===== config.mk =====
export PLATFORM = sky130hd
export DESIGN_NAME = mpe_hstep
export DESIGN_NICKNAME = d
export VERILOG_FILES = /design/src/mpe_pkg.sv /design/src/mpe_hstep.sv
export SDC_FILE = /design/constraint.sdc
export NUM_CORES = 1
export LEC_CHECK = 0
export ABC_AREA = 1
export BUFFER_PORTS_ARGS = -buffer_cell sky130_fd_sc_hd__clkbuf_2
export CORE_ASPECT_RATIO = 1.25
export CORE_MARGIN = 1.5
export CORE_UTILIZATION = 40
export CTS_CLUSTER_SIZE = 10
export DETAILED_ROUTE_END_ITERATION = 10
export PLACE_DENSITY = 0.54
export SLEW_MARGIN = 30
export SYNTH_ARGS = -nofsm -noshare
export SYNTH_HDL_FRONTEND = slang
export SYNTH_SLANG_ARGS = --single-unit
export TNS_END_PERCENT = 10

===== constraint.sdc =====
create_clock -name clk -period 10.6 [get_ports clk]
set_input_delay 0.53 -clock clk [delete_from_list [all_inputs] [get_ports clk]]
set_output_delay 0.53 -clock clk [all_outputs]
set_load 0.01 [all_outputs]

===== src/mpe_pkg.sv =====
// Shared types and constants of the modular polynomial evaluator.
package mpe_pkg;

  localparam int DATA_W      = 64;  // coefficient, point and result width
  localparam int BIT_W       = 6;   // counts DATA_W bits, DATA_W == 2**BIT_W
  localparam int IDX_W       = 6;   // coefficient index field
  localparam int TC_W        = 7;   // term count register
  localparam int S_TDATA_W   = 72;  // coeff_index + operand, padded to bytes
  localparam int M_TDATA_W   = 64;
  localparam int APB_ADDR_W  = 4;
  localparam int APB_DATA_W  = 64;

  localparam logic [APB_ADDR_W-1:0] ADDR_MODULUS    = 4'h0;
  localparam logic [APB_ADDR_W-1:0] ADDR_TERM_COUNT = 4'h8;

  localparam logic CMD_LOAD = 1'b0;
  localparam logic CMD_EVAL = 1'b1;

  typedef enum logic [4:0] {
    ST_IDLE   = 5'b00001,
    ST_FETCH  = 5'b00010,
    ST_LAUNCH = 5'b00100,
    ST_RUN    = 5'b01000,
    ST_DONE   = 5'b10000
  } state_t;

  typedef struct packed {
    logic start;  // load operands and begin one Horner term
    logic wrap;   // modulus register is zero: work modulo 2**64
  } step_ctrl_t;

  typedef struct packed {
    logic done;   // one-cycle pulse, result valid
    logic zero;   // result equals zero
  } step_stat_t;

endpackage


===== src/mpe_hstep.sv =====
// Bit-serial Horner term: result = (acc * x + coef) mod M, one bit of x and coef per cycle.
module mpe_hstep (
  input  logic                       clk,
  input  logic                       rst,
  input  mpe_pkg::step_ctrl_t        ctrl,
  input  logic [mpe_pkg::DATA_W-1:0] modulus,
  input  logic [mpe_pkg::DATA_W-1:0] acc,
  input  logic [mpe_pkg::DATA_W-1:0] x,
  input  logic [mpe_pkg::DATA_W-1:0] coef,
  output mpe_pkg::step_stat_t        stat,
  output logic [mpe_pkg::DATA_W-1:0] result
);

  localparam int DW = mpe_pkg::DATA_W;
  // DATA_W is a power of two, so the last bit index is all ones
  localparam logic [mpe_pkg::BIT_W-1:0] LAST_BIT = '1;

  logic                      busy;
  logic                      done;
  logic [mpe_pkg::BIT_W-1:0] cnt;
  logic [DW-1:0]             r;
  logic [DW-1:0]             xs;
  logic [DW-1:0]             cs;
  logic [DW-1:0]             a;
  logic [DW:0]               mm;

  logic [DW-1:0]             addend;
  logic [DW+1:0]             sum;
  logic [DW+2:0]             d1;
  logic [DW+2:0]             d2;
  logic [DW-1:0]             r_next;
  logic                      last;

  // 2r + coef bit + x bit * a stays below 3M: pick among sum, sum - M, sum - 2M
  always_comb begin
    addend = xs[DW-1] ? a : '0;
    sum    = {1'b0, r, 1'b0} + (DW+2)'(cs[DW-1]) + {2'b00, addend};
    d1     = {1'b0, sum} - {2'b00, mm};
    d2     = {1'b0, sum} - {1'b0, mm, 1'b0};
    if (!d2[DW+2]) begin
      r_next = d2[DW-1:0];
    end else if (!d1[DW+2]) begin
      r_next = d1[DW-1:0];
    end else begin
      r_next = sum[DW-1:0];
    end
  end

  assign last      = busy && (cnt == LAST_BIT);
  assign result    = r;
  assign stat.done = done;
  assign stat.zero = (r == '0);

  always_ff @(posedge clk) begin
    if (rst) begin
      busy <= 1'b0;
      done <= 1'b0;
    end else begin
      done <= last;
      if (ctrl.start) begin
        busy <= 1'b1;
      end else if (last) begin
        busy <= 1'b0;
      end
    end
  end

  always_ff @(posedge clk) begin
    if (ctrl.start) begin
      r   <= '0;
      cnt <= '0;
      xs  <= x;
      cs  <= coef;
      a   <= acc;
      mm  <= {ctrl.wrap, modulus};
    end else if (busy) begin
      r   <= r_next;
      cnt <= cnt + 1'b1;
      // advance both operands, most significant bit first
      xs  <= {xs[DW-2:0], 1'b0};
      cs  <= {cs[DW-2:0], 1'b0};
    end
  end

endmodule


### Yosys cells after proc, flatten, opt, wreduce, memory -nomap -nowiden

Cells that the tools add are included.

* add/subtract/negate cells: 5
* eq/ne operators: 1
* multiplexer cells: 9
* reduce and logical (&&, ||, !) cells: 4

Operator list (number)
* 2-to-1 mux 64 bit: 7
* subtractor 66 x 65 -> 67 bit: 1
* subtractor 66 x 66 -> 67 bit: 1
* adder 65 x 1 -> 66 bit: 1
* adder 66 x 64 -> 66 bit: 1
* zero test 64 bit: 1
* adder 6 x 1 -> 6 bit (second input constant): 1
* equality test 6 bit (second input constant): 1
* nonzero test 2 bit: 2
* 2-to-1 mux 1 bit: 2
* logical AND 1 bit: 1

* flip-flop bits (word level): 329
* bits of input ports: 260
* logic and storage cells: 27

### Logic depth before layout (Yosys ltp)

Gate-level depths: netlist (run 1).

* depth in word-level cells: 5
* mapped depth: 37
* gate-level depth less buffers: 34

### Worst setup path before layout (run 1)

OpenSTA, ideal clock, no wires.

* path type: reg2reg
* from: register xs[63]
* to: register r[1] (netlist: result[1])
* library setup time: 117 ps
* data arrival time: 4410 ps
* required time: 10483 ps
* slack: 6073 ps
* cell stages (with the launch flop): 33
* path buffers: 4
* period minus slack after synthesis: 4527 ps
* cell sequence: edfxtp_1 > clkbuf_1 > clkbuf_1 > nand2_1 > inv_1 > ha_1 > a21oi_1 > nand2_1 > a21oi_1 > inv_1 > nand2_1 > nand2_1 > nand2_1 > nand2_1 > a21oi_1 > o21ai_0 > xor2_1 > ha_1 > nand2_1 > nor2_1 > inv_1 > nor2_1 > inv_1 > nor3_1 > nand3_1 > nand3_1 > nand3_4 > nand2_4 > buf_6 > buf_6 > nand2_2 > o211ai_2 > nand2_1

* cells in the longest elaborated chain, start to end: 5

Ends and longest elaborated chain
* start, declared: RTL line mpe_hstep.sv:22 `logic [DW-1:0] xs;`
* start signal, assigned: RTL line mpe_hstep.sv:80 `xs <= {xs[DW-2:0], 1'b0};`
* 2-to-1 mux 64 bit *: RTL line mpe_hstep.sv:36 `addend = xs[DW-1] ? a : '0;`
* adder 66 x 64 -> 66 bit *: RTL line mpe_hstep.sv:37 `sum = {1'b0, r, 1'b0} + (DW+2)'(cs[DW-1]) + {2'b00, addend};`
* subtractor 66 x 65 -> 67 bit: RTL line mpe_hstep.sv:38 `d1 = {1'b0, sum} - {2'b00, mm};`
* 2-to-1 mux 64 bit: RTL line mpe_hstep.sv:42 `end else if (!d1[DW+2]) begin`
* 2-to-1 mux 64 bit *: RTL line mpe_hstep.sv:40 `if (!d2[DW+2]) begin`
* end signal, assigned: RTL line mpe_hstep.sv:77 `r <= r_next;`
* end, declared: RTL line mpe_hstep.sv:21 `logic [DW-1:0] r;`

Every way passes the cells marked *; elsewhere a longest branch is shown, timed or not.
A chain may end at the register's enable or synchronous reset.

### Worst setup path in the final report (run 1)

* from: register xs[63]
* to: register r[32] (netlist: result[32])

Same word-level chain as after synthesis.

==> results of run 1 <==
[power groups by stage]
stage               Combinational [mW]  Sequential [mW]  Clock, mW
CTS                               3.59             1.67       1.37
detailed placement                3.57             1.69          0
global placement                  3.62             1.69          0
finish                            3.69             1.67       1.34
global route                      3.98             1.68       1.41
floorplan                         2.29             1.64          0
[metrics by stage]
stage	instances	setup slack (ns)
finish	5306	3.291
global route	5305	2.831
CTS	5305	3.354
detailed placement	5236	3.339
global placement	5236	3.329
floorplan	4054	6.073
[sequential cells by signal, indices dropped and copies added, names as in the netlist]
| register | cells |
|---|---|
| mm | 65 |
| a | 64 |
| cs | 64 |
| result | 64 |
| xs | 64 |
| cnt | 6 |
| busy | 1 |
| done | 1 |
[cells by family (layout without fill, tap and decap cells)]
family                     Yosys count  after routing
AOI/OAI and AO/OA                  766            766
xor gates and xnor gates           141            141
adders and majority gates          198            198
buffers and inverters              641            966
and+or+nand+nor                   1979           1979
DFF                                329            329
other                                0              1
[area by class of cell]
type | instances | area share (%)
clock buffer | 60 | 3.511
inverter | 555 | 6.622
tap | 926 | 3.674
multi-input combinational | 3084 | 51.21
clock inverter | 9 | 0.3214
sequential | 329 | 29.05
antenna | 1 | 0.007935
timing repair buffer | 342 | 5.594
[cell usage after synthesis (32+ instances only)]
library cell  count  area share (%)
clkbuf_1         61            0.82
nor3_1           47            0.85
a31oi_1          34            0.77
nand3_1         238             4.3
a21o_1           43             1.2
xor2_1          106             3.3
nor2_1          411             5.6
xnor2_1          35             1.1
ha_1            195             8.8
nand2_1        1161              16
dfxtp_1          72             5.2
o21ai_0         224             4.0
nand4_1          32            0.72
a21oi_1         379             6.8
edfxtp_1        257              28
inv_1           543             7.3
[routing by layer]
layer | routed length [um] | GRT usage, % | share of wire, % | up-vias
li1 | - | - | - | 13982
met1 | 49060 | 40.80 | 41 | 13433
met2 | 56860 | 56.04 | 47 | 1063
met3 | 7555 | 5.020 | 6.3 | 248
met4 | 6732 | 16.46 | 5.6 | 2
met5 | 13 | 0 | 0.011 | -
[worst reg2reg max path: cells and delay by family (launching register included)]
family,cells,cell delay (ns)
flops,1,0.35
xor+xnor,1,0.50
buf+inv,9,2.14
simple gates,16,2.32
compound gates,4,1.03
fa+ha+maj,3,0.94
[worst paths after layout]
path,to,cells past startpoint,slack [ns]
hold reg to reg,cs[40],2,0.49
setup reg to reg,result[32],33,3.29
setup / recovery,result[32],33,3.29
hold / removal,mm[21],1,0.11
==> run_results.csv, run 1 <==
group,metric,value,unit
hold_path,hold_class,"input port to flip-flop",
yosys,yosys_warnings,0,
power_and_ir_drop,p_leak,15.58,nW
cts,ctsResizeCount,0,
floorplanning,core,68410,sq um
yosys,netlist_area,27780,sq um
floorplanning,start_util,40.60,%
yosys,synth_ff_type,"edfxtp_1",
floorplanning,ioPinCount,326,
drt,dr_total_vias,28728,
worst_setup_path,crit_top_cell,"nand2_1",
finish,area_growth,13.54,%
finish,multi_input_area,16150,sq um
drt,ant_nets,0,
drt,drtIter0Drc,2050,
finish,fill_cells,7460,
yosys,synth-seq-cells,329,
global_routing,grt_pass1_wl,175.0,mm
worst_setup_path,slowest_delay,0.57,ns
timing,whs,0.1053,ns
yosys,synth-compound-area-share,15.23,%
worst_setup_path,cp.required,11.13,ns
power_and_ir_drop,seq_power_share,24.9,%
yosys,synth-edff-count,257,
yosys,synthAdderAreaFrac,9.000,%
yosys,netlist_instances,4054,
finish,drive_gt1_share,10.28,%
finish,layout.nets,4811,
timing,relSlewSlack,29.11,%
global_routing,track_usage,33.14,%
cts,cts_sinks,329,
yosys,synth_xor_area_share,4.446,%
power_and_ir_drop,clkPwrFrac,20.0,%
yosys,ys_async_sr_fraction,0,%
power_and_ir_drop,p_per_area,212.6,nW/um^2
power_and_ir_drop,p_comb_share,55.1,%
power_and_ir_drop,p_switching,3.315,mW
hold_path,min_from,"modulus[21]",
yosys,syn_nets,4512,
global_routing,grt_pass1_vias,28442,
job,max_cap_violations,0,
power_and_ir_drop,peakVddDrop,0.1261,mV
power_and_ir_drop,finalPower,6.705,mW
finish,layout_common_cells,"nand2_1, inv_1, nor2_1, a21oi_1, clkbuf_2",
yosys,synth_sequential_area_ratio,32.97,%
worst_setup_path,end_kind,"flip-flop",
floorplanning,die_w,238.7,um
worst_setup_path,critPathLaunch,"xs[63]",
yosys,synth_mux_area_share,0,%
worst_setup_path,path_max_fanout,66,
worst_setup_path,cp_top_family,"simple AND/OR/NAND/NOR gates",
cts,cts_setup_buffers,0,
cts,cts_htree_levels,2,
drt,drc,0,
placed_design,globalplace.congestion,1.058,
global_routing,grt_overflow,0,
timing,maxSlewViolCount,0,
worst_setup_path,slowest_stage,"inv_2",
drt,wl_per_cell,22.66,um
floorplanning,die_h,297.6,um
timing,period_needed,7.309,ns
drt,wl,120.2,mm
finish,regArea,9163,sq um
cts,cts_tree,"built",
global_routing,antenna_found_initial,1,
yosys,ys_types,51,
timing,finalSetupViolations,0,
drt,drtPass1Iterations,6,
yosys,synth_top_family_by_area,"simple AND/OR/NAND/NOR gates",
timing,rsz0062_at_grt,"false",
worst_setup_path,startpoint_type,"flip-flop",
timing,clock_skew,0.03450,ns
floorplanning,dieArea,71040,sq um
placed_design,placed_cell_area,30320,sq um
timing,hold_viol,0,
cts,root_buffer,"clkbuf_16",
finish,final_util,46.10,%
global_routing,grt_max_degree,77,
cts,cts.clk_slew.worst_paths,0.06,ns
worst_setup_path,arrival,7.84,ns
cts,cts_buffers,41,
power_and_ir_drop,intPower,3.390,mW
outcome,status,"finished, final reports clean",
finish,fin_area,31540,sq um
yosys,syn_area_per_cell,6.851,sq um
timing,finalSetupTns,0,ns
worst_setup_path,crit_buf_inv,9,
placed_design,port_buffers,325,
timing,fmax,136.8,MHz
finish,final_common_cell,"nand2_1",
yosys,synthSimpleGateAreaFrac,29.44,%
floorplanning,num_rows,107,
timing,worstMarginPinSlew,1.052,ns
drt,vias_per_cell,5.414,
cts,cts_buffer_depth,3,
placed_design,hpwl,99.35,mm
worst_setup_path,regToRegStartpoint,"xs[63]",
cts,clk_latency,0.60,ns
power_and_ir_drop,swShare,49.44,%
cts,postCtsHoldBufs,0,
worst_setup_path,critical_path_class,"flip-flop to flip-flop",
timing,timing.final.crit_share,68.96,%
No activity file was read; power rests on OpenSTA's default activity.
==> inputs of run 2 (changes only) <==
==> constraint.sdc (replaced) <==
create_clock -name clk -period 7.5 [get_ports clk]
set_input_delay 0.375 -clock clk [delete_from_list [all_inputs] [get_ports clk]]
set_output_delay 0.375 -clock clk [all_outputs]
set_load 0.01 [all_outputs]
==> run_results.csv, run 2 (synthesis results as in run 1) <==
group,metric,value,unit
finish,top_register,"mm",
cts,cts_htree_levels,2,
worst_setup_path,r2r_slack,0.93,ns
worst_setup_path,crit_top_cell,"nand2_1",
worst_setup_path,cp.required,8.03,ns
timing,finalSetupTns,0,ns
hold_path,min_from,"coef[0]",
finish,fill_cells,7332,
floorplanning,die_h,297.6,um
finish,layout_common_cells,"nand2_1, inv_1, nor2_1, a21oi_1, clkbuf_2",
timing,worstMarginPinSlew,0.9747,ns
floorplanning,die_w,238.7,um
global_routing,track_usage,33.01,%
worst_setup_path,regToRegStartpoint,"xs[63]",
floorplanning,num_rows,107,
global_routing,grt_pass1_vias,29465,
job,max_cap_violations,0,
timing,whs,0.02949,ns
finish,layout.nets,4963,
worst_setup_path,startpoint_type,"flip-flop",
power_and_ir_drop,p_leak,16.28,nW
drt,dr_total_vias,29142,
global_routing,antenna_found_initial,2,
worst_setup_path,end_kind,"flip-flop",
power_and_ir_drop,p_switching,4.683,mW
placed_design,port_buffers,325,
finish,fin_area,33110,sq um
placed_design,globalplace.congestion,1.060,
floorplanning,ioPinCount,326,
drt,ant_nets,0,
worst_setup_path,reg2regPathDepth,30,
cts,ctsResizeCount,0,
worst_setup_path,critical_path_class,"flip-flop to flip-flop",
finish,regArea,9160,sq um
timing,hold_viol,0,
cts,root_buffer,"clkbuf_16",
cts,cts.clk_slew.worst_paths,0.06,ns
drt,vias_per_cell,5.337,
hold_path,hold_depth,3,
cts,cts_setup_buffers,0,
finish,final_common_cell,"nand2_1",
floorplanning,start_util,40.60,%
floorplanning,core,68410,sq um
timing,period_needed,6.569,ns
timing,clock_skew,0.03837,ns
power_and_ir_drop,p_comb_share,55.2,%
worst_setup_path,slowest_stage,"edfxtp_1",
drt,wl_per_cell,21.83,um
worst_setup_path,slowest_delay,0.66,ns
timing,postLayoutSetupSlackWorst,0.9305,ns
placed_design,post-place-ws,0.9552,ns
floorplanning,dieArea,71040,sq um
timing,timing.final.crit_share,87.59,%
drt,wl,119.2,mm
drt,drtPass1Iterations,6,
drt,drtIter0Drc,2024,
placed_design,hpwl,97.80,mm
cts,cts_buffer_depth,3,
finish,multi_input_area,16150,sq um
finish,drive_gt1_share,10.48,%
global_routing,grt_pass1_wl,174.8,mm
global_routing,grt_overflow,0,
timing,finalSetupViolations,0,
power_and_ir_drop,seq_power_share,24.4,%
power_and_ir_drop,swShare,48.72,%
cts,cts_tree,"built",
timing,maxSlewViolCount,0,
worst_setup_path,reg2reg_to,"result[46]",
outcome,status,"finished, final reports clean",
cts,clk_latency,0.61,ns
drt,drc,0,
timing,rsz0062_at_grt,"false",
power_and_ir_drop,clkPwrFrac,20.3,%
worst_setup_path,path_max_fanout,16,
placed_design,placed_cell_area,30530,sq um
timing,relSlewSlack,34.78,%
timing,fmax,152.2,MHz
worst_setup_path,arrival,7.10,ns
cts,postCtsHoldBufs,130,
hold_path,min_to,"cs[0]",
finish,largest_register_ffs,65,
cts,cts_buffers,42,
power_and_ir_drop,intPower,4.928,mW
cts,cts_sinks,329,
power_and_ir_drop,p_per_area,290.3,nW/um^2
worst_setup_path,cp_top_family,"simple AND/OR/NAND/NOR gates",
finish,area_growth,19.20,%
hold_path,hold_class,"input port to flip-flop",
global_routing,grt_max_degree,153,
power_and_ir_drop,peakVddDrop,0.2658,mV
worst_setup_path,crit_buf_inv,6,
-- run 2: power by group through the flow --
stage / Combinational (mW) / Sequential (mW) / Clock (mW)
final: 5.31 / 2.35 / 1.96
after global routing: 5.73 / 2.36 / 2.05
after CTS: 5.15 / 2.34 / 1.99
after detailed placement: 5.07 / 2.38 / 0
after global placement: 5.13 / 2.38 / 0
after floorplan: 3.24 / 2.32 / 0
-- run 2: how the worst max path moves through the flow --
stage,endpoint,cells after the start,from,slack (ns)
2_1_floorplan,result[1],32,xs[63],2.97
3_3_place_gp,result[58],30,xs[63],0.99
3_5_place_dp,result[58],30,xs[63],0.96
4_1_cts,result[58],30,xs[63],0.95
5_1_grt,result[58],30,xs[63],0.43
6_report,result[46],30,xs[63],0.93
-- run 2: worst register-to-register path: cells and delay by family, from the launching register on --
family / cells / cell delay, ns
buffers and inverters: 6 / 0.58
AOI/OAI and AO/OA: 5 / 1.44
DFF: 1 / 0.66
xor gates and xnor gates: 2 / 0.74
adders and majority gates: 3 / 0.95
and+or+nand+nor: 14 / 2.12
-- run 2: routing by layer --
layer	vias to the layer above	part of all wire (%)	wire, um	track usage, %
li1	14310	-	-	-
met1	13501	41	48420	40.05
met2	1041	47	55730	55.55
met3	288	5.9	6997	4.278
met4	2	6.8	8060	19.65
met5	-	0.0084	10	0
-- run 2: cell type report --
| type | count | area share, % |
|---|---|---|
| Multi-Input combinational cell | 3084 | 48.78 |
| Sequential cell | 329 | 27.67 |
| Timing Repair Buffer | 493 | 9.886 |
| Inverter | 555 | 6.307 |
| Clock buffer | 59 | 3.522 |
| Tap cell | 926 | 3.499 |
| Clock inverter | 12 | 0.3212 |
| Antenna cell | 2 | 0.01512 |
-- run 2: metrics by stage --
step                      utilization (%)  total power [mW]  std cells
after detailed placement            44.63             7.445       5257
final                               48.40             9.611       5460
after CTS                           48.39             9.489       5458
after floorplan                         -             5.558       4054
after global placement              44.63             7.503       5257
after global routing                48.39             10.13       5459
==> inputs of run 3 (changes only) <==
--- a/config.mk
+++ b/config.mk
@@ -12,6 +12,7 @@
 export CORE_UTILIZATION = 40
 export CTS_CLUSTER_SIZE = 10
 export DETAILED_ROUTE_END_ITERATION = 10
+export GPL_TIMING_DRIVEN = 0
 export PLACE_DENSITY = 0.54
 export SLEW_MARGIN = 30
 export SYNTH_ARGS = -nofsm -noshare
==> constraint.sdc (replaced) <==
create_clock -name clk -period 7 [get_ports clk]
set_input_delay 0.35 -clock clk [delete_from_list [all_inputs] [get_ports clk]]
set_output_delay 0.35 -clock clk [all_outputs]
set_load 0.01 [all_outputs]
==> run_results.csv, run 3 (synthesis results as in run 1) <==
group,metric,value,unit
outcome,status,"finished, final reports clean",
cts,cts_sinks,329,
worst_setup_path,cp.depth,26,
floorplanning,dieArea,71040,sq um
timing,whs,0.02747,ns
worst_setup_path,critical_path_class,"flip-flop to flip-flop",
timing,fmax,148.1,MHz
cts,root_buffer,"clkbuf_16",
finish,fill_cells,7279,
cts,cts_buffer_depth,3,
floorplanning,start_util,40.60,%
worst_setup_path,end_kind,"flip-flop",
job,max_cap_violations,0,
finish,fin_cells,5524,
hold_path,hold_depth,3,
global_routing,track_usage,34.43,%
timing,worstMarginPinSlew,0.9731,ns
drt,vias_per_cell,5.341,
power_and_ir_drop,p_per_area,314.6,nW/um^2
placed_design,port_buffers,325,
cts,cts.clk_slew.worst_paths,0.06,ns
cts,cts_htree_levels,2,
worst_setup_path,r2r_slack,0.25,ns
floorplanning,die_w,238.7,um
placed_design,globalplace.congestion,1.065,
drt,ant_nets,0,
placed_design,placed_cells,5307,
worst_setup_path,crit_top_cell,"nand2_1",
timing,hold_viol,0,
timing,clock_skew,0.03104,ns
drt,drtIter0Drc,2250,
drt,drtPass1Iterations,8,
finish,top_register,"mm",
timing,maxSlewViolCount,0,
timing,relSlewSlack,34.89,%
timing,postLayoutSetupSlackWorst,0.2482,ns
drt,drc,0,
finish,layout.nets,5022,
worst_setup_path,arrival,7.24,ns
timing,period_needed,6.752,ns
power_and_ir_drop,peakVddDrop,0.1944,mV
worst_setup_path,slowest_stage,"o21ai_0",
hold_path,hold_class,"input port to flip-flop",
finish,area_growth,20.37,%
global_routing,grt_overflow,0,
worst_setup_path,startpoint_type,"flip-flop",
finish,final_common_cell,"nand2_1",
cts,cts_buffers,41,
cts,cts_tree,"built",
worst_setup_path,crit_buf_inv,5,
finish,final_util,48.87,%
worst_setup_path,path_max_fanout,10,
floorplanning,ioPinCount,326,
floorplanning,die_h,297.6,um
finish,drive_gt1_share,10.31,%
timing,rsz0062_at_grt,"false",
drt,dr_total_vias,29505,
drt,wl,124.2,mm
cts,clk_latency,0.61,ns
drt,wl_per_cell,22.48,um
finish,layout_common_cells,"nand2_1, inv_1, nor2_1, a21oi_1, clkbuf_2",
worst_setup_path,reg2regPathDepth,26,
floorplanning,core,68410,sq um
global_routing,grt_pass1_wl,179.8,mm
worst_setup_path,cp.required,7.49,ns
floorplanning,num_rows,107,
finish,largest_register_ffs,65,
global_routing,grt_max_degree,90,
power_and_ir_drop,p_leak,16.36,nW
worst_setup_path,slowest_delay,0.64,ns
worst_setup_path,cp_top_family,"compound AO/OA/AOI/OAI gates",
global_routing,antenna_found_initial,1,
timing,timing.final.crit_share,96.45,%
timing,finalSetupViolations,0,
placed_design,hpwl,105.2,mm
global_routing,grt_pass1_vias,29686,
placed_design,post-place-ws,-0.3758,ns
-- run 3: cell type report --
| class | count | area (sq um) | area share [%] |
|---|---|---|---|
| Antenna cell | 1 | 2.502 | 0.007484 |
| Buffer | 85 | 387.9 | 1.160 |
| Clock buffer | 70 | 1195 | 3.574 |
| Clock inverter | 6 | 112.6 | 0.3368 |
| Inverter | 555 | 2091 | 6.253 |
| Multi-Input combinational cell | 3084 | 16230 | 48.55 |
| Sequential cell | 329 | 9159 | 27.39 |
| Tap cell | 926 | 1159 | 3.465 |
| Timing Repair Buffer | 468 | 3097 | 9.262 |
-- run 3: power by group --
| part | leakage [nW] | switching, mW | internal (mW) |
|---|---|---|---|
| Clock | 0.622 | 0.891 | 1.21 |
| Sequential | 3.17 | 0.156 | 2.33 |
| Combinational | 12.6 | 4.20 | 1.73 |
-- run 3: layer usage --
metal | track usage [%] | up-vias | share of wire, %
met5 | 0 | - | 0.0089
met2 | 59.22 | 1063 | 48
met3 | 4.102 | 310 | 5.2
met1 | 40.29 | 13705 | 40
li1 | - | 14425 | -
met4 | 22.09 | 2 | 7.2
-- run 3: stage by stage --
stage / setup TNS, ns / power (mW) / instance area [sq um]
after global routing: 0 / 11.04 / 33430
final: 0 / 10.52 / 33430
after global placement: -169.79 / 8.182 / 30560
after floorplan: 0 / 5.955 / 27780
after CTS: 0 / 10.34 / 33340
after detailed placement: -6.319 / 8.133 / 30630
-- run 3: repair_timing --
action                                  in CTS  in global routing
hold buffers                               139                  0
buffers inserted                             2                  0
resized for setup                            0                 18
hold endpoints to repair                   140                  0
endpoints found under the setup margin      52                 64
cloned                                       0                  0
-- run 3: worst paths after layout --
| check | from | to |
|---|---|---|
| worst max register to register | xs[63] | result[62] |
| worst min-delay path | coef[47] | cs[47] |
| worst min register to register | cnt[5] | done |
| worst max-delay path | xs[63] | result[62] |
-- run 3: tightest hold or removal path, stage by stage --
cell and delay [ns]:
clkbuf_2 0.07, nand2_1 0.04, nand2_1 0.05
